<file path="src/rtl/hcbd_pkg.sv">
// Shared types, codes and helpers of the chunked body decoder.
`timescale 1ns / 1ps

package hcbd_pkg;

    // Default width of the chunk size and remaining byte counters.
    localparam int SIZE_BITS_DEF = 32;

    // Decoder phases.
    typedef enum logic [2:0] {
        PH_SIZE    = 3'd0,
        PH_SIZE_CR = 3'd1,
        PH_DATA    = 3'd2,
        PH_TRAIL1  = 3'd3,
        PH_TRAIL2  = 3'd4,
        PH_DONE    = 3'd5
    } t_phase;

    // Status codes carried on the closing result.
    localparam logic [1:0] ST_ZERO_CHUNK = 2'd0;
    localparam logic [1:0] ST_TRUNCATED  = 2'd1;
    localparam logic [1:0] ST_BAD_SIZE   = 2'd2;
    localparam logic [1:0] ST_OVERFLOW   = 2'd3;

    // Characters of interest in a size line.
    localparam logic [7:0] CH_CR    = 8'h0D;
    localparam logic [7:0] CH_LF    = 8'h0A;
    localparam logic [7:0] CH_SPACE = 8'h20;
    localparam logic [7:0] CH_TAB   = 8'h09;

    // One result item as it travels from the core to the output buffer.
    typedef struct packed {
        logic [7:0] payload_byte;
        logic       has_payload;
        logic       is_last;
        logic [1:0] status;
    } t_result;

    // Returns {valid, value} for an ASCII hex digit.
    function automatic logic [4:0] hex_decode(input logic [7:0] c);
        logic [4:0] r;
        begin
            r = 5'd0;
            if (c >= 8'h30 && c <= 8'h39) begin
                r = {1'b1, c[3:0]};
            end else if ((c >= 8'h61 && c <= 8'h66) || (c >= 8'h41 && c <= 8'h46)) begin
                r = {1'b1, c[3:0] + 4'd9};
            end
            return r;
        end
    endfunction

endpackage

</file>
<file path="src/rtl/hcbd_if.sv">
// Valid/ready stream interfaces for the body input and the decoded output.
`timescale 1ns / 1ps

interface hcbd_in_if;
    logic       valid;
    logic       ready;
    logic [7:0] data_byte;
    logic       end_of_body;

    modport source (output valid, output data_byte, output end_of_body, input ready);
    modport sink   (input valid, input data_byte, input end_of_body, output ready);
endinterface

interface hcbd_out_if;
    logic       valid;
    logic       ready;
    logic [7:0] payload_byte;
    logic       has_payload;
    logic       is_last;
    logic [1:0] status;

    modport source (output valid, output payload_byte, output has_payload,
                    output is_last, output status, input ready);
    modport sink   (input valid, input payload_byte, input has_payload,
                    input is_last, input status, output ready);
endinterface

</file>
<file path="src/rtl/hcbd_core.sv">
// Chunk framing state machine: consumes one byte per transfer and forms its result.
`timescale 1ns / 1ps

module hcbd_core
    import hcbd_pkg::*;
#(
    parameter int SIZE_BITS = SIZE_BITS_DEF
) (
    input  logic       i_clk,
    input  logic       i_rst_n,
    input  logic       i_accept,
    input  logic [7:0] i_data_byte,
    input  logic       i_end_of_body,
    output logic       o_result_valid,
    output t_result    o_result
);

    t_phase                 r_phase, n_phase;
    logic [SIZE_BITS-1:0]   r_size_value, n_size_value;
    logic                   r_digits_seen, n_digits_seen;
    logic                   r_digits_ended, n_digits_ended;
    logic [SIZE_BITS-1:0]   r_bytes_left, n_bytes_left;

    logic [4:0]           hex;
    logic                 is_cr, is_lf, is_blank;
    logic                 in_done, overflow, line_done, close_bad, close_zero;
    logic                 close_now, data_out;
    logic [1:0]           close_status;
    logic [SIZE_BITS-1:0] bytes_dec;

    assign hex       = hex_decode(i_data_byte);
    assign is_cr     = (i_data_byte == CH_CR);
    assign is_lf     = (i_data_byte == CH_LF);
    assign is_blank  = (i_data_byte == CH_SPACE) || (i_data_byte == CH_TAB);
    assign in_done   = !(r_phase == PH_SIZE || r_phase == PH_SIZE_CR || r_phase == PH_DATA ||
                         r_phase == PH_TRAIL1 || r_phase == PH_TRAIL2);

    // A further digit would shift set bits out of the top nibble.
    assign overflow  = (r_phase == PH_SIZE) && !is_cr && !r_digits_ended && hex[4] &&
                       (r_size_value[SIZE_BITS-1 -: 4] != 4'd0);
    assign line_done  = (r_phase == PH_SIZE_CR) && is_lf;
    assign close_bad  = line_done && !r_digits_seen;
    assign close_zero = line_done && r_digits_seen && (r_size_value == '0);
    assign close_now  = overflow || close_bad || close_zero;
    assign close_status = overflow ? ST_OVERFLOW : (close_bad ? ST_BAD_SIZE : ST_ZERO_CHUNK);
    assign data_out   = (r_phase == PH_DATA) && (r_bytes_left != '0);
    assign bytes_dec  = data_out ? (r_bytes_left - 1'b1) : r_bytes_left;

    // Next state.
    always_comb begin
        n_phase        = r_phase;
        n_size_value   = r_size_value;
        n_digits_seen  = r_digits_seen;
        n_digits_ended = r_digits_ended;
        n_bytes_left   = r_bytes_left;

        unique case (r_phase)
            PH_SIZE: begin
                if (is_cr) begin
                    n_digits_ended = 1'b1;
                    n_phase        = PH_SIZE_CR;
                end else if (!r_digits_ended && hex[4]) begin
                    if (!overflow) begin
                        n_size_value  = {r_size_value[SIZE_BITS-5:0], hex[3:0]};
                        n_digits_seen = 1'b1;
                    end
                end else if (!r_digits_seen && !r_digits_ended && is_blank) begin
                    n_digits_ended = 1'b0;
                end else begin
                    n_digits_ended = 1'b1;
                end
            end
            PH_SIZE_CR: begin
                if (line_done) begin
                    if (!close_now) begin
                        n_bytes_left = r_size_value;
                        n_phase      = PH_DATA;
                    end
                end else if (!is_cr) begin
                    n_phase = PH_SIZE;
                end
            end
            PH_DATA: begin
                n_bytes_left = bytes_dec;
                if (bytes_dec == '0) begin
                    n_phase = PH_TRAIL1;
                end
            end
            PH_TRAIL1: begin
                n_phase = PH_TRAIL2;
            end
            PH_TRAIL2: begin
                n_size_value   = '0;
                n_digits_seen  = 1'b0;
                n_digits_ended = 1'b0;
                n_phase        = PH_SIZE;
            end
            default: begin
                n_phase = r_phase;
            end
        endcase

        if (close_now) begin
            n_phase = PH_DONE;
        end

        // The final byte of a body always brings the decoder back to its reset state.
        if (i_end_of_body) begin
            n_phase        = PH_SIZE;
            n_size_value   = '0;
            n_digits_seen  = 1'b0;
            n_digits_ended = 1'b0;
            n_bytes_left   = '0;
        end
    end

    // Result of the current byte.
    always_comb begin
        o_result.has_payload  = !in_done && data_out;
        o_result.payload_byte = o_result.has_payload ? i_data_byte : 8'd0;
        o_result.is_last      = !in_done && (close_now || i_end_of_body);
        o_result.status       = !o_result.is_last ? ST_ZERO_CHUNK :
                                (close_now ? close_status : ST_TRUNCATED);
        o_result_valid        = o_result.has_payload || o_result.is_last;
    end

    always_ff @(posedge i_clk) begin
        if (!i_rst_n) begin
            r_phase        <= PH_SIZE;
            r_size_value   <= '0;
            r_digits_seen  <= 1'b0;
            r_digits_ended <= 1'b0;
            r_bytes_left   <= '0;
        end else if (i_accept) begin
            r_phase        <= n_phase;
            r_size_value   <= n_size_value;
            r_digits_seen  <= n_digits_seen;
            r_digits_ended <= n_digits_ended;
            r_bytes_left   <= n_bytes_left;
        end
    end

endmodule

</file>
<file path="src/rtl/hcbd_skid.sv">
// Output register with a skid stage so the input side keeps flowing during short stalls.
`timescale 1ns / 1ps

module hcbd_skid
    import hcbd_pkg::*;
(
    input  logic    i_clk,
    input  logic    i_rst_n,
    input  logic    i_push,
    input  t_result i_push_data,
    output logic    o_push_ready,
    output logic    o_valid,
    output t_result o_data,
    input  logic    i_ready
);

    logic    r_out_valid, r_skid_valid;
    t_result r_out_data, r_skid_data;
    logic    out_free;

    assign out_free     = !r_out_valid || i_ready;
    assign o_push_ready = !r_skid_valid;
    assign o_valid      = r_out_valid;
    assign o_data       = r_out_data;

    always_ff @(posedge i_clk) begin
        if (!i_rst_n) begin
            r_out_valid  <= 1'b0;
            r_skid_valid <= 1'b0;
        end else if (out_free) begin
            // The skid entry is older than anything pushed now, so it goes out first.
            r_out_valid  <= r_skid_valid || i_push;
            r_skid_valid <= 1'b0;
        end else if (i_push) begin
            r_skid_valid <= 1'b1;
        end
    end

    always_ff @(posedge i_clk) begin
        if (out_free) begin
            r_out_data <= r_skid_valid ? r_skid_data : i_push_data;
        end
        if (!out_free && i_push) begin
            r_skid_data <= i_push_data;
        end
    end

endmodule

</file>
<file path="src/rtl/http_chunked_body_decoder.sv">
// Top level of the HTTP chunked body decoder.
`timescale 1ns / 1ps
//
//  Channel   Direction  Payload                                      Transfer when
//  i_in      in         data_byte[7:0], end_of_body                  valid && ready
//  o_out     out        payload_byte[7:0], has_payload, is_last,     valid && ready
//                       status[1:0]
//
// One byte is taken every clock cycle while i_in.ready is high. A result is
// registered in the output register, or in the skid stage if o_out stalls,
// before o_out shows it. Reset is synchronous and active low and brings the
// decoder to the start of a size line with an empty output buffer. When o_out
// stalls, one further result fits in the skid stage; after that i_in.ready
// drops until the output drains.

module http_chunked_body_decoder
    import hcbd_pkg::*;
#(
    parameter int SIZE_BITS = SIZE_BITS_DEF
) (
    input  logic              i_clk,
    input  logic              i_rst_n,
    hcbd_in_if.sink           i_in,
    hcbd_out_if.source        o_out
);

    logic    accept;
    logic    push_ready;
    logic    result_valid;
    t_result result;
    t_result out_data;

    // A byte is taken only while the skid stage has room for its possible result.
    assign i_in.ready = push_ready;
    assign accept     = i_in.valid && push_ready;

    hcbd_core #(
        .SIZE_BITS (SIZE_BITS)
    ) u_core (
        .i_clk          (i_clk),
        .i_rst_n        (i_rst_n),
        .i_accept       (accept),
        .i_data_byte    (i_in.data_byte),
        .i_end_of_body  (i_in.end_of_body),
        .o_result_valid (result_valid),
        .o_result       (result)
    );

    // Bytes that produce no result (size lines, trailers, ignored tail) are
    // consumed without touching the output side.
    hcbd_skid u_skid (
        .i_clk        (i_clk),
        .i_rst_n      (i_rst_n),
        .i_push       (accept && result_valid),
        .i_push_data  (result),
        .o_push_ready (push_ready),
        .o_valid      (o_out.valid),
        .o_data       (out_data),
        .i_ready      (o_out.ready)
    );

    assign o_out.payload_byte = out_data.payload_byte;
    assign o_out.has_payload  = out_data.has_payload;
    assign o_out.is_last      = out_data.is_last;
    assign o_out.status       = out_data.status;

endmodule

</file>
<file path="src/flat_wrapper.sv">
// flat-port wrapper written by rule: the top's interface ports become plain ports
module http_chunked_body_decoder_flat import hcbd_pkg::*;
#(
    parameter int SIZE_BITS = SIZE_BITS_DEF
)
  (i_clk, i_rst_n, i_in_valid, i_in_data_byte, i_in_end_of_body, i_in_ready, o_out_valid, o_out_payload_byte, o_out_has_payload, o_out_is_last, o_out_status, o_out_ready);
  hcbd_in_if i_in_i ();
  hcbd_out_if o_out_i ();
  input  logic i_clk;
  input  logic i_rst_n;
  input wire logic [$bits(i_in_i.valid)-1:0] i_in_valid;
  input wire logic [$bits(i_in_i.data_byte)-1:0] i_in_data_byte;
  input wire logic [$bits(i_in_i.end_of_body)-1:0] i_in_end_of_body;
  output wire logic [$bits(i_in_i.ready)-1:0] i_in_ready;
  output wire logic [$bits(o_out_i.valid)-1:0] o_out_valid;
  output wire logic [$bits(o_out_i.payload_byte)-1:0] o_out_payload_byte;
  output wire logic [$bits(o_out_i.has_payload)-1:0] o_out_has_payload;
  output wire logic [$bits(o_out_i.is_last)-1:0] o_out_is_last;
  output wire logic [$bits(o_out_i.status)-1:0] o_out_status;
  input wire logic [$bits(o_out_i.ready)-1:0] o_out_ready;
  assign i_in_i.valid = i_in_valid;
  assign i_in_i.data_byte = i_in_data_byte;
  assign i_in_i.end_of_body = i_in_end_of_body;
  assign i_in_ready = i_in_i.ready;
  assign o_out_valid = o_out_i.valid;
  assign o_out_payload_byte = o_out_i.payload_byte;
  assign o_out_has_payload = o_out_i.has_payload;
  assign o_out_is_last = o_out_i.is_last;
  assign o_out_status = o_out_i.status;
  assign o_out_i.ready = o_out_ready;
  http_chunked_body_decoder #(.SIZE_BITS(SIZE_BITS)) u_core (.i_clk(i_clk), .i_rst_n(i_rst_n), .i_in(i_in_i), .o_out(o_out_i));
endmodule
</file>
<file path="config.mk">
export PLATFORM = sky130hd
export DESIGN_NAME = http_chunked_body_decoder_flat
export DESIGN_NICKNAME = d
export VERILOG_FILES = /design/src/rtl/hcbd_pkg.sv /design/src/rtl/hcbd_if.sv /design/src/rtl/hcbd_core.sv /design/src/rtl/hcbd_skid.sv /design/src/rtl/http_chunked_body_decoder.sv /design/src/flat_wrapper.sv
export SDC_FILE = /design/constraint.sdc
export NUM_CORES = 1
export LEC_CHECK = 0
export ABC_AREA = 1
export BUFFER_PORTS_ARGS = -buffer_cell sky130_fd_sc_hd__buf_4
export CELL_PAD_IN_SITES_DETAIL_PLACEMENT = 1
export CELL_PAD_IN_SITES_GLOBAL_PLACEMENT = 1
export CORE_MARGIN = 3
export CORE_UTILIZATION = 40
export CTS_CLUSTER_SIZE = 24
export DETAILED_ROUTE_END_ITERATION = 8
export PLACE_DENSITY_LB_ADDON = 0.1
export SLEW_MARGIN = 20
export SYNTH_ARGS = -nofsm -noshare
export SYNTH_HDL_FRONTEND = slang
export SYNTH_SLANG_ARGS = --single-unit
</file>
<file path="constraint.sdc">
create_clock -name i_clk -period 2.55 [get_ports i_clk]
set_input_delay 0.1275 -clock i_clk [delete_from_list [all_inputs] [get_ports i_clk]]
set_output_delay 0.1275 -clock i_clk [all_outputs]
set_load 0.02 [all_outputs]
</file>
==> out/results.ini, run 1 <==
[run_status]
status=finished, final reports clean

[global_routing]
grt_max_degree=37
grt_pass1_vias=6181
grt_overflow_total=0
grt_pass1_wl_mm=33.7
grt_antenna_before_repair=0
grtUsageTotal=0.268

[finish]
syn_to_final_growth_pct=22.3
layout-drive-gt1-share=0.181
fin_area_sq_um=7040
nets=977
mostFrequentLayoutCells=292 x nand2_1, 92 x nor2_1, 85 x inv_1
layout_commonest_cell=nand2_1
finalNonFillerCells=1143
nFillCells=1873
antenna_cells=0

[critical_path]
reg2reg_depth=15
cp.arrival_ns=2.69
setup.worst_path.end_class=flip-flop
cp_data_required_time_ns=2.80
reg2reg_from=u_core.u_core.r_bytes_left[1]$_SDFFE_PN0P_
timing.rr.end=u_core.u_core.r_phase[0]$_SDFFE_PN0P_
worstSetupPathType=reg -> reg
slowest_stage=dfxtp_2
rrSetupSlack_ns=0.11
setup.worst_path.start_class=flip-flop
crit_chain=inv_2 -> ha_2 -> nand2_2 -> nor2_2 -> nand2_2 -> buf_4 -> o21ai_4 -> buf_12 -> o21ai_0 -> nor2_1 -> nand2_1 -> nor3_4 -> nand3_4 -> a21oi_2 -> nor2_2
max_stage_delay_ns=0.34
crit_fanout=11

[drt]
highest_layer=met4
met3_wirelength_um=883
wirelength_mm=21.6
drt_iter0_drc=507
via_count=6243
dr.pass1.iters=5
antenna_left=0
wl_per_cell_um=18.9
wl_met1_mm=10.6
avgViaCountPerCell=5.46
drcViolationCount=0
route.met2.wl_mm=9.66

[pwr]
seqPwrFrac=0.364
pwr-share-comb=0.352
swShare=0.387
p_int_mw=2.90
peakVddDrop_uv=345
p_leak_nw=3.12
power.density_nw_per_um2=673
power.switching_mw=1.84
p_clk_frac=0.284

[synth]
synth-seq-cells=95
yosysWarnings=0
ys.flop_type=dfxtp_1
synthesis.nets=915
yosys.area.top_type=dfxtp_1
ys_types=37
synth_edf_count=24
async_flop_share=0
ys_top_cells_by_area=dfxtp_1 25%, nand2_1 20%, edfxtp_1 13%
synth_area_sq_um=5760
synth_top_area_frac=0.247
synth_cells=896
syn_avg_cell_area_sq_um=6.43
ys_seq_area_frac=0.372

[placement]
dp.cells=1115
numPortBuffers=26
gp_congestion=0.939
dp_hpwl_mm=15.8
dpl_cell_area_sq_um=6410

[cts]
cts_buffers=9
clock_path_buffers=2
cts_tree=built
clkLatencyLatePin_ns=0.36
clk_pin_slew_worst_paths_ns=0.08
root_buffer=clkbuf_16
htree_num_levels=3
clock_sinks=95

[floorplanning]
start_util=0.412
coreArea_sq_um=14000
ioPinCount=27
die_w_um=126
dieArea_sq_um=15900
placementRows=43
fp.dieH_um=126

[min_path]
min_path_type=in -> reg
min_path_cells=4
hold_end=u_core.u_core.r_size_value[0]$_SDFFE_PN0P_
hold_start=i_in_data_byte[0]

[timing]
tightestPinTransition_ns=0.422
fmax_mhz=409
fin_crit_sh=0.958
rsz0062_at_grt=true
max-slew-margin-rel=0.719
final_max_slew_viol_count=0
report.final.setup_viol=0
finClkSkew_ns=0.0113
finalHoldViolCount=0
fin_crit_ns=2.44

[run]
drv_cap=0

-- worst max-delay path by stage --
stage                                                 from                                      to  slack, ns  depth (start not counted)
4_1_cts         u_core.u_core.r_bytes_left[0]$_SDFFE_PN0P_   u_core.u_core.r_phase[0]$_SDFFE_PN0P_      0.009                         18
6_report        u_core.u_core.r_bytes_left[1]$_SDFFE_PN0P_   u_core.u_core.r_phase[0]$_SDFFE_PN0P_       0.11                         15
3_3_place_gp   u_core.u_core.r_bytes_left[26]$_SDFFE_PN0P_   u_core.u_core.r_phase[2]$_SDFFE_PN0P_      -0.03                         15
3_5_place_dp    u_core.u_core.r_bytes_left[0]$_SDFFE_PN0P_   u_core.u_core.r_phase[0]$_SDFFE_PN0P_      -0.03                         16
5_1_grt        u_core.u_core.r_bytes_left[24]$_SDFFE_PN0P_   u_core.u_core.r_phase[0]$_SDFFE_PN0P_      -0.06                         15
2_1_floorplan        u_core.u_core.r_phase[2]$_SDFFE_PN0P_  u_core.u_skid.r_skid_data[0]$_DFFE_PP_       0.13                         12
-- through the flow --
step                hold slack, ns  power [mW]  worst slack, ns  TNS, ns   util
global route                 0.167        5.01          -0.0618   -0.137  0.503
finish                       0.144        4.74            0.108        0  0.503
detailed placement           0.465        3.20          -0.0257  -0.0466  0.458
floorplan                    0.344        2.65            0.131        0      -
CTS                          0.143        4.56          0.00921        0  0.480
global placement             0.461        3.16          -0.0276  -0.0315  0.458
-- power groups by stage --
stage	Clock [mW]	Combinational (mW)	Sequential [mW]
2_1_floorplan	0	0.888	1.76
3_3_place_gp	0	1.42	1.74
3_5_place_dp	0	1.45	1.74
4_1_cts	1.37	1.48	1.71
5_1_grt	1.46	1.82	1.73
6_report	1.34	1.67	1.72
-- flip-flops by register name (all words and copies together) (netlist names) --
register and cells:
u_core.u_core.r_bytes_left 32, u_core.u_core.r_digits_ended 1, u_core.u_skid.r_skid_data 12, u_core.u_core.r_size_value 32, u_core.u_core.r_digits_seen 1, u_core.u_skid.r_skid_valid 1
u_core.u_core.r_phase 3, u_core.u_skid.o_valid 1, u_core.u_skid.o_data 12
-- layer usage --
metal / up-vias / track usage
li1: 3019 / -
met1: 3059 / 0.399
met2: 137 / 0.408
met3: 28 / 0.0416
met4: 0 / 0.0618
met5: - / 0
-- cells by family after synthesis --
kind of cell             synth area share
adder cells (fa/ha/maj)            0.0130
XOR/XNOR                           0.0152
buffers and inverters              0.0926
AO/OA/AOI/OAI                       0.150
flip-flops                          0.372
AND/OR/NAND/NOR                     0.358
-- cells in the mapped netlist (3+ instances only) --
master,n
a211oi_1,20
a21oi_1,80
buf_2,9
buf_6,4
clkbuf_1,20
dfxtp_1,71
edfxtp_1,24
ha_1,6
inv_1,88
inv_2,6
nand2_1,301
nand2_2,3
nand3_1,43
nand3b_1,3
nand4_1,18
nor2_1,112
nor2_2,7
nor3_1,5
o21ai_0,41
o21ai_1,5
xor2_1,9
-- critical path: cells and delay by family, from the launching register on --
family / cells / cell delay, ns
buffers and inverters: 3 / 0.44
AO/OA/AOI/OAI: 3 / 0.50
adder cells (fa/ha/maj): 1 / 0.19
AND/OR/NAND/NOR: 8 / 0.84
flip-flops: 1 / 0.34
-- cell type report --
type | count | area (sq um) | area share
multi-input cells | 671 | 3270 | 0.465
flip-flops and latches | 95 | 2150 | 0.306
repair buffers | 87 | 743 | 0.106
inverters | 94 | 355 | 0.0505
clock buffers | 9 | 225 | 0.0320
well taps | 180 | 225 | 0.0320
clock inverters | 7 | 66.3 | 0.00942
-- timing repair --
action                                  CTS  global route
resized for setup                         8            58
setup buffers                             0             9
pin swaps                                 0            14
hold buffers                              0             0
cloned                                    0             3
endpoints found under the setup margin    3            38
No activity file was read; power rests on OpenSTA's default activity.
==> run 2: changes to the inputs <==
- CELL_PAD_IN_SITES_DETAIL_PLACEMENT: 1 -> 0
- CELL_PAD_IN_SITES_GLOBAL_PLACEMENT: 1 -> 2
- CORE_UTILIZATION: 40 -> 31
==> run 2 against run 1 <==
Against the previous run: non-clock buffer count grew 4; setup slack improved by 0.021 ns; clock-buffer cell count up 1; die area grew 28%; final area is essentially flat; maximum frequency grew 0.85%; critical endpoint unchanged; largest cell class unchanged.
==> out/results.ini, run 2 (synthesized netlist as in run 1, its figures left out) <==
[run_status]
status=finished, final reports clean

[cts]
clock_sinks=95
clkLatencyLatePin_ns=0.36
clock_path_buffers=2
cts_tree=built
htree_num_levels=3
root_buffer=clkbuf_16
cts_buffers=9
clk_pin_slew_worst_paths_ns=0.08

[critical_path]
crit_fanout=7
worstSetupPathType=reg -> reg
endpoint=u_core.u_core.r_phase[0]$_SDFFE_PN0P_
cp_data_required_time_ns=2.84
reg2reg_depth=16
rrSetupSlack_ns=0.13
cp.arrival_ns=2.71
setup.worst_path.end_class=flip-flop
crit_start=u_core.u_core.r_bytes_left[5]$_SDFFE_PN0P_
timing.rr.end=u_core.u_core.r_phase[0]$_SDFFE_PN0P_
setup.worst_path.start_class=flip-flop
reg2reg_from=u_core.u_core.r_bytes_left[5]$_SDFFE_PN0P_

[run]
drv_cap=0

[pwr]
pwr-share-comb=0.337
p_leak_nw=3.12
power.density_nw_per_um2=675
peakVddDrop_uv=368
p_clk_frac=0.302
p_int_mw=2.98
seqPwrFrac=0.361
power.switching_mw=1.78
swShare=0.374

[global_routing]
grtUsageTotal=0.206
grt_antenna_before_repair=0
grt_pass1_wl_mm=32.1
grt_max_degree=34
grt_overflow_total=0
grt_pass1_vias=5774

[drt]
dr.pass1.iters=5
antenna_left=0
drt_iter0_drc=437
wl_per_cell_um=17.4
avgViaCountPerCell=5.01
drcViolationCount=0
wirelength_mm=20.8
via_count=5997

[finish]
antenna_cells=0
layout_commonest_cell=nand2_1
layout-drive-gt1-share=0.161
top_regs=u_core.u_core.r_bytes_left x32, u_core.u_core.r_size_value x32
nFillCells=1934
nets=981
syn_to_final_growth_pct=22.2
mostFrequentLayoutCells=297 x nand2_1, 99 x nor2_1, 85 x inv_1

[timing]
fin_hold_ws_ns=0.137
report.final.setup_viol=0
tightestPinTransition_ns=0.581
fin_crit_ns=2.42
final_max_slew_viol_count=0
final.setup.tns_ns=0
finClkSkew_ns=0.0157
rsz0062_at_grt=false
finalHoldViolCount=0
max-slew-margin-rel=0.612
fin_crit_sh=0.950
fmax_mhz=413

[placement]
dp_hpwl_mm=15.6
gp_congestion=0.969
numPortBuffers=26

[floorplanning]
dieArea_sq_um=20200
fp.dieH_um=142
placementRows=49
start_util=0.318
ioPinCount=27
die_w_um=142
coreArea_sq_um=18100

[min_path]
hold_start=i_in_data_byte[0]
min_path_type=in -> reg

## run 2: what timing repair did
action / in CTS / in global routing
setup buffers: 0 / 6
hold buffers: 0 / 0
gates resized for setup: 5 / 40
endpoints found under the setup margin: 3 / 44
pin swaps: 0 / 8
gates cloned: 0 / 3
## run 2: layout make-up
| class | count | area (sq um) | area share |
|---|---|---|---|
| multi-input combinational | 671 | 3200 | 0.455 |
| sequential | 95 | 2150 | 0.305 |
| timing repair buffer | 91 | 749 | 0.106 |
| inverter | 94 | 353 | 0.0501 |
| tap | 229 | 287 | 0.0407 |
| clock buffer | 10 | 229 | 0.0325 |
| clock inverter | 6 | 70.1 | 0.00996 |
## run 2: stage by stage
stage          instances  area [sq um]  worst slack [ns]  utilization  power [mW]
2_1_floorplan        896          5760             0.131            -        2.65
3_3_place_gp        1171          6520            -0.206        0.361        3.24
3_5_place_dp        1171          6520            -0.207        0.361        3.23
4_1_cts             1187          6830         0.0000253        0.378        4.68
5_1_grt             1196          7040           0.00206        0.389        5.02
6_report            1196          7040             0.128        0.389        4.75
## run 2: power by group through the flow
stage / Combinational [mW] / Clock [mW] / Sequential (mW)
floorplan: 0.888 / 0 / 1.76
global placement: 1.50 / 0 / 1.74
detailed placement: 1.48 / 0 / 1.74
CTS: 1.50 / 1.47 / 1.71
global route: 1.77 / 1.52 / 1.73
finish: 1.60 / 1.43 / 1.72
## run 2: worst max-delay path, stage by stage, from the launching register on
cell     delay, ns
dfxtp_1       0.37
nor2_4        0.18
nand2_2       0.10
nor2_4        0.15
nand2_2       0.12
nor2_4        0.14
nor2_4        0.06
buf_4         0.18
a21oi_2       0.17
nand2_1       0.12
nor2_4        0.16
nand2_2       0.08
nor2_4        0.16
nand3_4       0.11
nand3_1       0.09
nand2_1       0.06
nor2_1        0.09
## run 2: how the worst min path moves through the flow
stage	depth (start not counted)	endpoint
floorplan	3	u_core.u_core.r_size_value[0]$_SDFFE_PN0P_
global placement	2	u_core.u_core.r_size_value[30]$_SDFFE_PN0P_
detailed placement	2	u_core.u_core.r_size_value[30]$_SDFFE_PN0P_
CTS	2	u_core.u_core.r_digits_seen$_SDFFE_PN0P_
global route	2	u_core.u_core.r_digits_seen$_SDFFE_PN0P_
finish	4	u_core.u_core.r_size_value[0]$_SDFFE_PN0P_
## run 2: routing by layer
metal  share of wire  up-vias  global-route usage  wire length, um
met5               0        -                   0                0
met4           0.017        0              0.0611              363
met3           0.046       23              0.0316              967
met2            0.42      131               0.302             8800
met1            0.51     2818               0.310            10700
li1                -     3025                   -                -
==> run 3: changes to the inputs <==
- SYNTH_HIERARCHICAL: not set -> 1
==> run 3 against run 2 <==
Against the previous run: setup slack got worse by 0.039 ns; global-route usage rose by 0.86 points; wire length rose by 4.8%; final area rose by 9.2%; first-iteration DRC count rose by 6.4%; non-clock buffer count rose by 43; utilization rose by 3.4 points; clock skew fell by 0.0040 ns; power rose by 3.3%; register-to-register slack got worse by 0.04 ns; combinational power rose by 19%; area after synthesis rose by 0.46%; largest cell class unchanged; largest power group is now combinational cells.
==> out/results.ini, run 3 <==
[timing]
max-slew-margin-rel=0.413
fin_crit_ns=2.46
finalHoldViolCount=0
final.setup.tns_ns=0
fmax_mhz=406
rsz0062_at_grt=true
fin_crit_sh=0.965
tightestPinTransition_ns=0.879
finClkSkew_ns=0.0117
fin_hold_ws_ns=0.0606
final_max_slew_viol_count=0
report.final.setup_viol=0

[pwr]
p_leak_nw=3.38
peakVddDrop_uv=341
power.density_nw_per_um2=639

[cts]
clkLatencyLatePin_ns=0.35
clock_path_buffers=2
root_buffer=clkbuf_16
cts_tree=built
clock_sinks=95
cts_buffers=9
htree_num_levels=3
clk_pin_slew_worst_paths_ns=0.07

[synth]
yosysMostFrequentCell=nand2_1
ys_types=33
synthTopCellsByCount=306 x nand2_1, 115 x nor2_1, 85 x inv_1
synth-seq-cells=95
synth_edf_count=24
async_flop_share=0
yosysWarnings=6
syn_avg_cell_area_sq_um=6.41
synth_top_area_frac=0.246
synth_area_sq_um=5780
yosys.area.top_type=dfxtp_1
ys_top_cells_by_area=dfxtp_1 25%, nand2_1 20%, edfxtp_1 12%
synthesis.nets=923
ys_seq_area_frac=0.370
ys.flop_type=dfxtp_1
synth_cells=903

[global_routing]
grt_antenna_before_repair=0
grt.busiest_layer=met1
grt_max_degree=34
gr-usage-met2=0.320
grtUsageTotal=0.214
grt_pass1_vias=5818
met1_usage=0.326
grt_overflow_total=0
grt_pass1_wl_mm=33.2
grt_use_met3=0.0262

[critical_path]
endpoint=u_core/u_core/r_phase[0]$_SDFFE_PN0P_
reg2reg_from=u_core/u_core/r_bytes_left[7]$_SDFFE_PN0P_
reg2reg_depth=19
setup.worst_path.end_class=flip-flop
crit_fanout=7
rrSetupSlack_ns=0.09
worstSetupPathType=reg -> reg
timing.rr.end=u_core/u_core/r_phase[0]$_SDFFE_PN0P_
crit_start=u_core/u_core/r_bytes_left[7]$_SDFFE_PN0P_
cp_data_required_time_ns=2.84
cp.arrival_ns=2.75
setup.worst_path.start_class=flip-flop

[drt]
via_count=6304
wl_per_cell_um=17.5
wirelength_mm=21.8
dr.pass1.iters=5
drt_iter0_drc=465
antenna_left=0
avgViaCountPerCell=5.05
drcViolationCount=0

[min_path]
min_path_type=in -> reg
hold_start=o_out_ready

[floorplanning]
fp.dieH_um=143
die_w_um=143
dieArea_sq_um=20300
placementRows=49
coreArea_sq_um=18100
start_util=0.319
ioPinCount=27

[run_status]
status=finished, final reports clean

[placement]
numPortBuffers=26
dp_hpwl_mm=16.6
gp_congestion=0.952

[finish]
final_core_util=0.424
layout-drive-gt1-share=0.260
layout_commonest_cell=nand2_1
nets=1036
top_regs=u_core/u_core/r_bytes_left x32, u_core/u_core/r_size_value x32
mostFrequentLayoutCells=283 x nand2_1, 122 x buf_4, 83 x inv_1
syn_to_final_growth_pct=32.9
antenna_cells=0

[run]
drv_cap=0

==> run 3: changes by cell type after synthesis, moves of 5 or more <==
cell / change
nand2_1: +5
a211oi_1: -7
nor2_2: +6
nand4_1: +10
clkbuf_1: -6
o21ai_0: +5
nand3_1: -9
==> run 3: worst min-delay path by stage <==
| stage | end | slack (ns) | cells past startpoint |
|---|---|---|---|
| detailed placement | u_core/u_skid/r_skid_valid$_SDFFE_PP0P_ | 0.42 | 4 |
| finish | u_core/u_skid/r_skid_valid$_SDFFE_PP0P_ | 0.06 | 4 |
| global route | u_core/u_skid/r_skid_valid$_SDFFE_PP0P_ | 0.07 | 4 |
| global placement | u_core/u_skid/r_skid_valid$_SDFFE_PP0P_ | 0.41 | 4 |
| CTS | u_core/u_skid/r_skid_valid$_SDFFE_PP0P_ | 0.05 | 4 |
| floorplan | u_core/u_skid/o_valid$_SDFFE_PN0P_ | 0.26 | 2 |
==> run 3: critical path, cell delays in order (launching register included) <==
cell and delay, ns:
dfxtp_4 0.37, nor2_4 0.18, nand2_4 0.09, nor2_4 0.13, nand2_4 0.07, nor2_4 0.10
nor2_4 0.06, buf_6 0.13, buf_16 0.15, a21oi_4 0.14, nand2_1 0.06, nor2_1 0.11
nand2_1 0.12, nor2_1 0.12, nand2_1 0.10, nand3_2 0.12, nand3_4 0.10, nand2_2 0.09
nand2_1 0.04, nor2_1 0.10
==> run 3: per-stage QoR <==
stage,cell area (sq um),worst slack (ns),total power [mW],instances
final,7690,0.0898,4.91,1249
after global routing,7690,-0.0690,5.22,1249
after CTS,7160,0.00121,4.65,1229
after detailed placement,6810,-0.208,3.31,1213
after global placement,6810,-0.283,3.31,1213
after floorplan,5790,0.0377,2.64,903
==> run 3: cells by family (layout without fill, tap and decap cells) <==
| family | count (synthesis) | after routing | synth area share |
|---|---|---|---|
| flops | 95 | 95 | 0.370 |
| fa+ha+maj | 7 | 7 | 0.0151 |
| simple gates | 510 | 510 | 0.364 |
| xor+xnor | 8 | 8 | 0.0121 |
| compound gates | 154 | 154 | 0.144 |
| buf+inv | 129 | 246 | 0.0941 |
==> run 3: where the power goes <==
group	switching [mW]	internal, mW
Sequential	0.0879	1.63
Combinational	1.15	0.758
Clock	0.617	0.664
==> run 3: area by class of cell <==
type / instances / area, sq um
fill: 1929 / 10500
multi-input combinational: 679 / 3450
sequential: 95 / 2180
timing repair buffer: 134 / 1130
inverter: 97 / 369
tap: 229 / 287
clock buffer: 9 / 225
clock inverter: 6 / 45.0
==> run 3: repair_timing <==
| item | in CTS | in global routing |
|---|---|---|
| gates resized for setup | 16 | 113 |
| endpoints found under the hold margin | 0 | 0 |
| hold buffers | 0 | 0 |
| endpoints found under the setup margin | 3 | 42 |
| setup buffers | 0 | 19 |
| pin swaps | 1 | 38 |
| gates cloned | 1 | 1 |
==> run 3: routing by layer <==
layer  routed length, um  up-vias
met5                   0        -
met4                 295        0
met3                1230       20
met2                9460      196
met1               10800     2938
li1                    -     3150
